[config.mk]
export PLATFORM = sky130hd
export DESIGN_NAME = rgb_led_matrix_pwm_scanner
export DESIGN_NICKNAME = d
export VERILOG_FILES = /design/src/rlms_pkg.sv /design/src/rlms_front.sv /design/src/rlms_back.sv /design/src/rlms_outq.sv /design/src/rgb_led_matrix_pwm_scanner.sv
export SDC_FILE = /design/constraint.sdc
export NUM_CORES = 2
export LEC_CHECK = 0
export CORE_MARGIN = 3
export CORE_UTILIZATION = 45
export DETAILED_ROUTE_END_ITERATION = 10
export DONT_BUFFER_PORTS = 1
export SETUP_SLACK_MARGIN = 0.02
export SKIP_LAST_GASP = 1
export SYNTH_ARGS = -nofsm -noshare
export SYNTH_HDL_FRONTEND = slang
export SYNTH_SLANG_ARGS = --single-unit
[constraint.sdc]
create_clock -name clk -period 7.15 [get_ports clk]
set_input_delay 0 -clock clk [delete_from_list [all_inputs] [get_ports clk]]
set_output_delay 0 -clock clk [all_outputs]
set_load 0.02 [all_outputs]
[src/rlms_pkg.sv]
// Package for the LED matrix row scanner: pixel, command and result types
// shared by the front end, the scan engine and the result queue. No dependencies.
`timescale 1ns / 1ps
`default_nettype none

package rlms_pkg;

	localparam int COLS = 16;

	localparam logic REQ_WRITE = 1'b0;
	localparam logic REQ_TICK  = 1'b1;

	localparam logic [1:0] CH_RED   = 2'd0;
	localparam logic [1:0] CH_GREEN = 2'd1;
	localparam logic [1:0] CH_BLUE  = 2'd2;

	typedef struct packed {
		logic [3:0] red;
		logic [3:0] green;
		logic [3:0] blue;
	} pix_t;

	typedef pix_t [COLS-1:0] row_t;

	typedef struct packed {
		logic       is_tick;
		logic [2:0] row;
		logic [3:0] col;
		pix_t       pix;
	} cmd_t;

	typedef struct packed {
		logic [7:0] row_drive;
		logic [1:0] channel;
		logic [7:0] high_byte;
		logic [7:0] low_byte;
		logic       blank;
	} res_t;

endpackage

`default_nettype wire

[src/rlms_front.sv]
// Front end of the scanner: accepts input items, drops writes to rows that do
// not exist and queues the rest in order. Depends on rlms_pkg.
`timescale 1ns / 1ps
`default_nettype none

module rlms_front
	import rlms_pkg::*;
#(
	parameter int ROWS = 8
) (
	input  wire logic       clk,
	input  wire logic       arst_n,
	input  wire logic       push,
	output logic            full,
	input  wire logic       req_type,
	input  wire logic [2:0] pixel_row,
	input  wire logic [3:0] pixel_col,
	input  wire logic [3:0] red_level,
	input  wire logic [3:0] green_level,
	input  wire logic [3:0] blue_level,
	output logic            cmd_valid,
	output cmd_t            cmd,
	input  wire logic       cmd_take
);

	cmd_t       ent_q [2];
	logic [1:0] cnt_q;
	logic       wr_q;
	logic       rd_q;
	logic       accept;
	logic       keep;
	logic       enq;
	logic [5:0] row_ext;

	assign full     = (cnt_q == 2'd2);
	assign accept   = push && !full;
	assign row_ext  = {3'b000, pixel_row};
	// A tick is always kept; a write only when its row is present.
	assign keep     = (req_type == REQ_TICK) || (row_ext < 6'(ROWS));
	assign enq      = accept && keep;

	assign cmd_valid = (cnt_q != 2'd0);
	assign cmd       = ent_q[rd_q];

	always_ff @(posedge clk or negedge arst_n) begin
		if (!arst_n) begin
			cnt_q <= 2'd0;
			wr_q  <= 1'b0;
			rd_q  <= 1'b0;
		end else begin
			if (enq) begin
				wr_q <= ~wr_q;
			end
			if (cmd_take) begin
				rd_q <= ~rd_q;
			end
			cnt_q <= cnt_q + {1'b0, enq} - {1'b0, cmd_take};
		end
	end

	always_ff @(posedge clk) begin
		if (enq) begin
			ent_q[wr_q] <= '{is_tick: (req_type == REQ_TICK), row: pixel_row, col: pixel_col,
				pix: '{red: red_level, green: green_level, blue: blue_level}};
		end
	end

endmodule

`default_nettype wire

[src/rlms_back.sv]
// Scan engine: holds the frame store and the row, colour and slice counters,
// applies pixel writes and turns each tick into one PWM slice. Depends on rlms_pkg.
`timescale 1ns / 1ps
`default_nettype none

module rlms_back
	import rlms_pkg::*;
#(
	parameter int LEVELS = 15,
	parameter int ROWS   = 8
) (
	input  wire logic clk,
	input  wire logic arst_n,
	input  wire logic cmd_valid,
	input  wire cmd_t cmd,
	output logic      cmd_take,
	input  wire logic res_full,
	output logic      res_push,
	output res_t      res
);

	localparam int RW = $clog2(ROWS);
	localparam int SW = $clog2(LEVELS + 1);
	localparam int CW = (SW > 4) ? SW : 4;

	row_t          store_q [ROWS];
	logic [RW-1:0] row_q;
	logic [RW-1:0] row_nxt;
	logic [RW-1:0] wr_row;
	logic [5:0]    wr_ext;
	logic [7:0]    shift_q;
	logic [7:0]    shift_nxt;
	logic [1:0]    chan_q;
	logic [SW-1:0] slice_q;
	logic          row_start;
	logic          tick_go;
	logic          wr_go;
	logic          blank;
	logic [15:0]   on_bits;
	logic [15:0]   word;
	row_t          cur_row;

	function automatic logic [7:0] flip8(input logic [7:0] v);
		logic [7:0] r;
		for (int k = 0; k < 8; k++) begin
			r[k] = v[7-k];
		end
		return r;
	endfunction

	function automatic logic [3:0] chan_level(input pix_t p, input logic [1:0] ch);
		logic [3:0] l;
		case (ch)
			CH_GREEN: l = p.green;
			CH_BLUE:  l = p.blue;
			default:  l = p.red;
		endcase
		return l;
	endfunction

	// Writes need no result space; ticks wait for room in the result queue.
	assign cmd_take = cmd_valid && (!cmd.is_tick || !res_full);
	assign tick_go  = cmd_take && cmd.is_tick;
	assign wr_go    = cmd_take && !cmd.is_tick;
	assign res_push = tick_go;

	assign wr_ext = {3'b000, cmd.row};
	assign wr_row = wr_ext[RW-1:0];

	assign row_start = (chan_q == CH_RED) && (slice_q == '0);
	assign row_nxt   = !row_start ? row_q :
		((row_q == RW'(ROWS - 1)) ? '0 : row_q + 1'b1);
	assign shift_nxt = row_start ? {shift_q[6:0], (row_nxt == '0)} : shift_q;

	assign cur_row = store_q[row_nxt];
	assign blank   = (slice_q == SW'(LEVELS));

	always_comb begin
		for (int c = 0; c < COLS; c++) begin
			on_bits[15-c] = CW'(chan_level(cur_row[c], chan_q)) > CW'(slice_q);
		end
	end

	assign word = blank ? 16'hFFFF : ~on_bits;

	assign res.row_drive = shift_nxt;
	assign res.channel   = chan_q;
	assign res.high_byte = word[15:8];
	assign res.low_byte  = (chan_q == CH_GREEN) ? word[7:0] : flip8(word[7:0]);
	assign res.blank     = blank;

	always_ff @(posedge clk or negedge arst_n) begin
		if (!arst_n) begin
			row_q   <= '0;
			shift_q <= 8'd0;
			chan_q  <= CH_RED;
			slice_q <= '0;
			for (int r = 0; r < ROWS; r++) begin
				store_q[r] <= '0;
			end
		end else begin
			if (tick_go) begin
				row_q   <= row_nxt;
				shift_q <= shift_nxt;
				if (blank) begin
					slice_q <= '0;
					chan_q  <= (chan_q == CH_BLUE) ? CH_RED : chan_q + 2'd1;
				end else begin
					slice_q <= slice_q + 1'b1;
				end
			end
			if (wr_go) begin
				store_q[wr_row][cmd.col] <= cmd.pix;
			end
		end
	end

`ifndef SYNTH
	a_no_push_full: assert property (@(posedge clk) disable iff (!arst_n)
		res_push |-> !res_full) else $error("result pushed into a full queue");
	a_chan_range: assert property (@(posedge clk) disable iff (!arst_n)
		chan_q == CH_RED || chan_q == CH_GREEN || chan_q == CH_BLUE)
		else $error("colour counter out of range");
	a_slice_range: assert property (@(posedge clk) disable iff (!arst_n)
		slice_q <= SW'(LEVELS)) else $error("slice counter out of range");
	a_row_hold: assert property (@(posedge clk) disable iff (!arst_n)
		!tick_go |=> $stable(row_q) && $stable(chan_q) && $stable(slice_q))
		else $error("scan moved without a tick");
`endif

endmodule

`default_nettype wire

[src/rlms_outq.sv]
// Two-entry result queue between the scan engine and the result ports.
// Depends on rlms_pkg.
`timescale 1ns / 1ps
`default_nettype none

module rlms_outq
	import rlms_pkg::*;
(
	input  wire logic clk,
	input  wire logic arst_n,
	input  wire logic res_push,
	input  wire res_t res_in,
	output logic      res_full,
	output logic      empty,
	input  wire logic pop,
	output res_t      head
);

	res_t       ent_q [2];
	logic [1:0] cnt_q;
	logic       wr_q;
	logic       rd_q;
	logic       deq;

	assign res_full = (cnt_q == 2'd2);
	assign empty    = (cnt_q == 2'd0);
	assign deq      = pop && !empty;
	assign head     = ent_q[rd_q];

	always_ff @(posedge clk or negedge arst_n) begin
		if (!arst_n) begin
			cnt_q <= 2'd0;
			wr_q  <= 1'b0;
			rd_q  <= 1'b0;
		end else begin
			if (res_push) begin
				wr_q <= ~wr_q;
			end
			if (deq) begin
				rd_q <= ~rd_q;
			end
			cnt_q <= cnt_q + {1'b0, res_push} - {1'b0, deq};
		end
	end

	always_ff @(posedge clk) begin
		if (res_push) begin
			ent_q[wr_q] <= res_in;
		end
	end

endmodule

`default_nettype wire

[src/rgb_led_matrix_pwm_scanner.sv]
// Top level of the RGB LED matrix row scanner with compare-based PWM.
// Depends on rlms_pkg, rlms_front, rlms_back and rlms_outq.
//
//   Channel   Transfer when         Fields
//   input     push && !full         req_type, pixel_row, pixel_col, red/green/blue_level
//   result    pop && !empty         row_drive, colour_channel, high_byte, low_byte,
//                                   blank_slice
//
// One item is taken per clock while the front queue has room, and one slice is
// produced per clock while the result queue has room; the scan engine handles
// each item combinationally, with the frame store row read and the sixteen
// level compares. The front queue registers a tick, and the scan engine writes
// its slice into the result queue, from which it reaches the result ports.
// Reset clears the frame store, the counters and both queues at once.
// The result side can stall on its own: ticks then wait in the front queue,
// as do the pixel writes behind them, and full rises once both queues are full.
`timescale 1ns / 1ps
`default_nettype none

module rgb_led_matrix_pwm_scanner
	import rlms_pkg::*;
#(
	parameter int LEVELS = 15,
	parameter int ROWS   = 8
) (
	input  wire logic       clk,
	input  wire logic       arst_n,
	input  wire logic       push,
	output logic            full,
	input  wire logic       req_type,
	input  wire logic [2:0] pixel_row,
	input  wire logic [3:0] pixel_col,
	input  wire logic [3:0] red_level,
	input  wire logic [3:0] green_level,
	input  wire logic [3:0] blue_level,
	output logic            empty,
	input  wire logic       pop,
	output logic [7:0]      row_drive,
	output logic [1:0]      colour_channel,
	output logic [7:0]      high_byte,
	output logic [7:0]      low_byte,
	output logic            blank_slice
);

	cmd_t cmd;
	logic cmd_valid;
	logic cmd_take;
	logic res_full;
	logic res_push;
	res_t res;
	res_t head;

	// The front queue keeps writes and ticks in arrival order, so a tick
	// always sees every write that came before it.
	rlms_front #(
		.ROWS(ROWS)
	) u_front (
		.clk        (clk),
		.arst_n     (arst_n),
		.push       (push),
		.full       (full),
		.req_type   (req_type),
		.pixel_row  (pixel_row),
		.pixel_col  (pixel_col),
		.red_level  (red_level),
		.green_level(green_level),
		.blue_level (blue_level),
		.cmd_valid  (cmd_valid),
		.cmd        (cmd),
		.cmd_take   (cmd_take)
	);

	// The scan engine stores pixels and builds one slice per tick.
	rlms_back #(
		.LEVELS(LEVELS),
		.ROWS  (ROWS)
	) u_back (
		.clk      (clk),
		.arst_n   (arst_n),
		.cmd_valid(cmd_valid),
		.cmd      (cmd),
		.cmd_take (cmd_take),
		.res_full (res_full),
		.res_push (res_push),
		.res      (res)
	);

	// Slices wait here until the consumer takes them.
	rlms_outq u_outq (
		.clk     (clk),
		.arst_n  (arst_n),
		.res_push(res_push),
		.res_in  (res),
		.res_full(res_full),
		.empty   (empty),
		.pop     (pop),
		.head    (head)
	);

	assign row_drive      = head.row_drive;
	assign colour_channel = head.channel;
	assign high_byte      = head.high_byte;
	assign low_byte       = head.low_byte;
	assign blank_slice    = head.blank;

endmodule

`default_nettype wire

## Yosys cells after proc, flatten, opt, wreduce, memory -nomap -nowiden

Memories as Yosys holds them, arrays and structs flattened.
Index checks and enable logic that the tools add are counted.

- Register bits: 1,561
- Memory bits (writable): 94
- Bits of input ports: 24
- Word-level logic and storage cells: 494
- Memories kept: 2

- Add/subtract/negate cells: 7
- Order comparisons: 22
- Eq/ne operators: 6
- Mux-type cells: 35
- Bitwise gates (word level): 7
- Reduce and logical (&&, ||, !) cells: 21

Memory list:

| name | words | bits a word | rd ports | clocked after Yosys merged registers in | wr ports | line | source |
|---|---|---|---|---|---|---|---|
| u_outq.ent_q | 2 | 27 | 1 | 0 | 1 | rlms_outq.sv:19 | `res_t ent_q [2];` |
| u_front.ent_q | 2 | 20 | 1 | 0 | 1 | rlms_front.sv:26 | `cmd_t ent_q [2];` |

Operators with widths:

| cell | count |
|---|---|
| $bwmux 1536 | 1 |
| $bmux 192 s3 | 1 |
| $demux 192 s3 | 1 |
| $mux 192 | 3 |
| $pmux 4 s2 | 16 |
| $gt 4x4->1 | 16 |
| $demux 12 s4 | 1 |
| $mux 16 | 1 |
| $mux 8 | 2 |
| $not 16->16 | 1 |
| $mux 12 | 1 |
| $logic_and 1x1->1 | 9 |
| $ge 4x4->1 const B | 2 |
| $not 3->4 | 2 |
| $eq 2x2->1 const B | 3 |
| $mux 3 | 2 |
| $lt 4x5->1 const B | 1 |
| $add 2x1->2 | 2 |
| $add 4x1->4 const B | 1 |
| $eq 4x4->1 const B | 1 |
| $ge 4x1->1 const B | 1 |
| $logic_not 1->1 | 4 |
| $logic_not 2->1 | 2 |
| $logic_not 4->1 | 1 |
| 15 further kinds | 23 |

## Longest topological paths before layout

- Depth after elaboration: 12
- Gate-level depth with buffers: 20
- Gate-level depth less buffers: 15

## Cells and area by module

Synthesis repeated with hierarchy kept, for this count alone.

- Cells, all modules: 7,128
- Area total of the unflattened synthesis: 80,948.9 sq um

Modules (own cells, without submodules):

| module | instances | cells an instance | area each (sq um) | sequential area each (sq um) |
|---|---|---|---|---|
| rlms_back | 1 | 6,948 | 76,988.8 | 38,862.3 |
| rlms_outq | 1 | 101 | 2,245.9 | 1,721.7 |
| rlms_front | 1 | 79 | 1,714.1 | 1,301.2 |

## Least setup slack after synthesis

OpenSTA, ideal clock, no wires.

- Path type: reg-to-reg
- From: reg u_front.rd_q
- To: mem u_outq.ent_q[0][0] (netlist bit) (enable)
- Setup time: 0.479 ns
- Arrival time: 3.349 ns
- Data required time: 6.671 ns
- Slack: 3.322 ns
- Stages on the path, launching flop included: 4
- Path buffers: 1
- Clock period less this slack: 3.828 ns
- Cells stage by stage: dfrtp_1 -> buf_6 -> mux2i_4 -> nor4_1

- Longest elaborated chain between the ends: 7

RTL lines:

| item | line | source |
|---|---|---|
| start, declared | rlms_front.sv:29 | `logic rd_q;` |
| start signal, assigned | rlms_front.sv:55 | `rd_q <= ~rd_q;` |
| $mem_v2 2x20 (*) | n/a |  |
| $logic_not 1->1 | rlms_back.sv:62 | `assign cmd_take = cmd_valid && (!cmd.is_tick \|\| !res_full);` |
| $logic_or 1x1->1 | rlms_back.sv:62 |  |
| $logic_and 1x1->1 | rlms_back.sv:62 |  |
| $logic_and 1x1->1 (*) | rlms_back.sv:63 | `assign tick_go = cmd_take && cmd.is_tick;` |
| $mux 1 (*) | rlms_outq.sv:47 | `if (res_push) begin` |
| $mux 1 (implied by the code) (*) | rlms_outq.sv:48 | `ent_q[wr_q] <= res_in;` |
| end, declared | rlms_outq.sv:19 |  |

Mark *: on every way between the ends. The rest lies on a longest branch, timed or not.

==> summary.md <==
| Metric | Value |
|---|---|
| Worst endpoint data arrival time | `6100 ps` |
| Syn Std Cell Area | `75800 µm²` |
| Detailed Route Iter0 Violations | `7490` |
| CP required | `7670 ps` |
| Post-synth cell types | `71` |
| Largest net degree at the start of global routing | `259` |
| Die width | `416 µm` |
| Tot GR Track Use | `28.2%` |
| Post-synth EDFFs | `94` |
| Gpl congestion | `0.890` |
| CTS tree | `yes` |
| Asr flop ratio synth | `94.3%` |
| Fin Setup TNS | `0 ps` |
| Routed len/inst | `24.6 µm` |
| # IOs | `53` |
| Post-Synth XOR/XNOR Area | `0.104%` |
| Hold Crit Class | `primary input to async pin` |
| Max Clock Freq | `179 MHz` |
| Clock Latency Late Sink | `830 ps` |
| Vias in the first global route | `58300` |
| GR Layer Usage met3 | `6.41%` |
| Initial Util | `45.3%` |
| DIE AREA | `173000 µm²` |
| Final #Nets | `7768` |
| Met1 Use GR | `40.1%` |
| Post-synth top flop | `dfrtp_1` |
| Measured slew at the worst slew-check pin | `1360 ps` |
| Vias per cell | `6.03` |
| Antenna violations before repair | `7` |
| Final setup viols | `0` |
| Syn nets | `8138` |
| Detail Placement HPWL | `140 mm` |
| Commonest non-fill, non-tap cell in the layout | `nand2_1` |
| Syn-to-layout area delta | `10.3%` |
| Mux contribution to synthesized area | `5.28%` |
| Number of max-cap violations | `0` |
| I/O Buffers | `0` |
| Relative slew slack | `9.09%` |
| Startpoint types | `flop` |
| Row count | `150` |
| H-tree depth | `4` |
| Clk_skew | `30.3 ps` |
| Synth Area in Compound Gates | `15.8%` |
| Most Crowded Layer GR | `met2` |
| CTS resizes | `0` |
| Most frequent cells in the layout | `1725 x nand2_1, 1558 x dfrtp_1, 810 x o21ai_0, 777 x a21oi_1, 750 x nor2_1` |
| Cell Pwr Density | `525 nW/µm²` |
| Hold Vio Cnt, Final | `0` |
| Clk buf depth | `3` |
| Combinational family with the most area after synthesis | `simple AND/OR/NAND/NOR gates` |
| CP max FO | `89` |
| M2 GR Usage | `43.0%` |
| Num CTS Buffers | `178` |
| Simple-gate share of the synthesized area | `17.9%` |
| Via count | `60400` |
| Avg Inst Size Synth | `9.43 µm²` |
| Setup CP Type | `flop to flop` |
| WHS | `282 ps` |
| Worst Setup End Kind | `flop` |
| Seq cells post-synth | `1655` |
| Final Non-Filler Cells | `10000` |
| Worst vdd ir | `0.000532 V` |
| Max Slew Vio Count | `0` |
| Ratio of cells with drive above 1 in the final layout | `8.81%` |
| # fillers | `15300` |
| Status | `finished clean` |
| Seq/Total Area, Yosys | `55.2%` |
| DRC Markers | `0` |
| Clk sink count | `1655` |
| RSZ-0062 raised after global routing | `false` |
| Final period utilization | `78.0%` |
| Root Buffer | `clkbuf_16` |
| Synth Area in Adders | `1.25%` |
| Final ANT Viol Nets | `0` |
| Yosys warnings | `0` |
| Clock Pin Slew Worst Setup and Hold Paths | `60 ps` |
| Grt total ovfl | `0` |
| Final min period | `5580 ps` |
| Mapped Cells | `8038` |
| DRT Wirelength | `246 mm` |
| Placed Cells | `9643` |
| Global-route wire length before repair | `375 mm` |
| LEAKAGE | `36.0 nW` |
| Die height | `416 µm` |
| TritonRoute pass-1 iters | `8` |
| Core area | `167000 µm²` |
[per-stage QoR]
step | power, mW | area (µm²) | util [%] | setup slack (ps)
after floorplan | 27.4 | 75800 | - | 3320
after CTS | 43.7 | 83600 | 50.0 | 1780
final | 43.9 | 83600 | 50.0 | 1570
after global placement | 33.6 | 77100 | 46.1 | 1760
after global routing | 46.5 | 83600 | 50.0 | 1340
after detailed placement | 34.0 | 77100 | 46.1 | 1780
[path summary, 6_finish.rpt]
path                            slack (ps)                 from  cells past startpoint                   end
worst max register to register        1570    u_back.slice_q[1]                     14    u_outq.ent_q[1][5]
worst max-delay path                  1570    u_back.slice_q[1]                     14    u_outq.ent_q[1][5]
max in group asynchronous             3210               arst_n                      7  u_back.store_q[1470]
worst min-delay path                   280               arst_n                      3  u_back.store_q[1167]
min in group clk                       290                  pop                      5       u_outq.cnt_q[1]
worst min register to register         470  u_back.store_q[350]                      2   u_back.store_q[350]
[timing repair]
item	in CTS	in global routing
buffers inserted	0	0
hold endpoints to repair	701	0
hold buffers	48	0
[power by group]
| part | internal (mW) | switching, mW | total (mW) |
|---|---|---|---|
| Sequential | 13.4 | 2.17 | 15.5 |
| Combinational | 5.93 | 12.9 | 18.8 |
| Clock | 5.63 | 3.92 | 9.55 |
| Total | 24.9 | 18.9 | 43.9 |
[synth_stat cells, types with 94 or more instances]
library cell  instances  area share [%]
nand2_1            1729             8.6
dfrtp_1            1561              52
o21ai_0             810             5.3
a21oi_1             777             5.1
nor2_1              759             3.8
clkbuf_1            461             2.3
nand3_1             405             2.7
buf_2               213             1.4
o221ai_1            135             1.6
mux2i_1             133             1.8
nand4_1             126             1.0
a31oi_1             116            0.96
mux4_2               96             2.9
edfxtp_1             94             3.7
[flip-flops by register name (all words and copies together) (netlist names), 2 cells and up]
signal and count:
u_back.slice_q 4, u_back.store_q 1536, u_back.chan_q 2, u_front.cnt_q 2, u_back.row_q 3, u_front.ent_q 40, u_back.shift_q 8, u_outq.cnt_q 2
u_outq.ent_q 54
[layout make-up]
class                      count  area [µm²]  area share, %
antenna                        4        10.0         0.0120
multi-input combinational   5617       31000           37.0
timing repair buffer         187        1840           2.20
clock inverter                64         796          0.952
clock buffer                 261        5240           6.27
inverter                      29         109          0.130
sequential                  1655       41900           50.1
tap                         2204        2760           3.30
[cell families (layout without fill, tap and decap cells)]
| family | count (synthesis) | after routing |
|---|---|---|
| other cells | 0 | 4 |
| simple gates | 3158 | 3158 |
| buf+inv | 766 | 541 |
| mux | 273 | 273 |
| flops | 1655 | 1655 |
| fa+ha+maj | 76 | 76 |
| compound gates | 2101 | 2101 |
| xor+xnor | 9 | 9 |
[worst max-delay path, stage by stage, from the launching register on]
cell	delay, ps
dfrtp_1	400
inv_2	260
ha_1	290
and4bb_4	680
mux2_8	840
mux4_2	590
a22oi_1	310
nand3_1	190
ha_1	330
nor2b_1	130
o21ai_0	80
nand2b_1	80
a21oi_1	60
nor2_1	660
mux2i_1	210
[routing by layer]
metal	wire length, µm	share of wire, %
met2	109000	44
met3	23500	9.5
met1	106000	43
met5	49	0.020
met4	7810	3.2
Note: power is estimated with default switching activity, not from simulation.
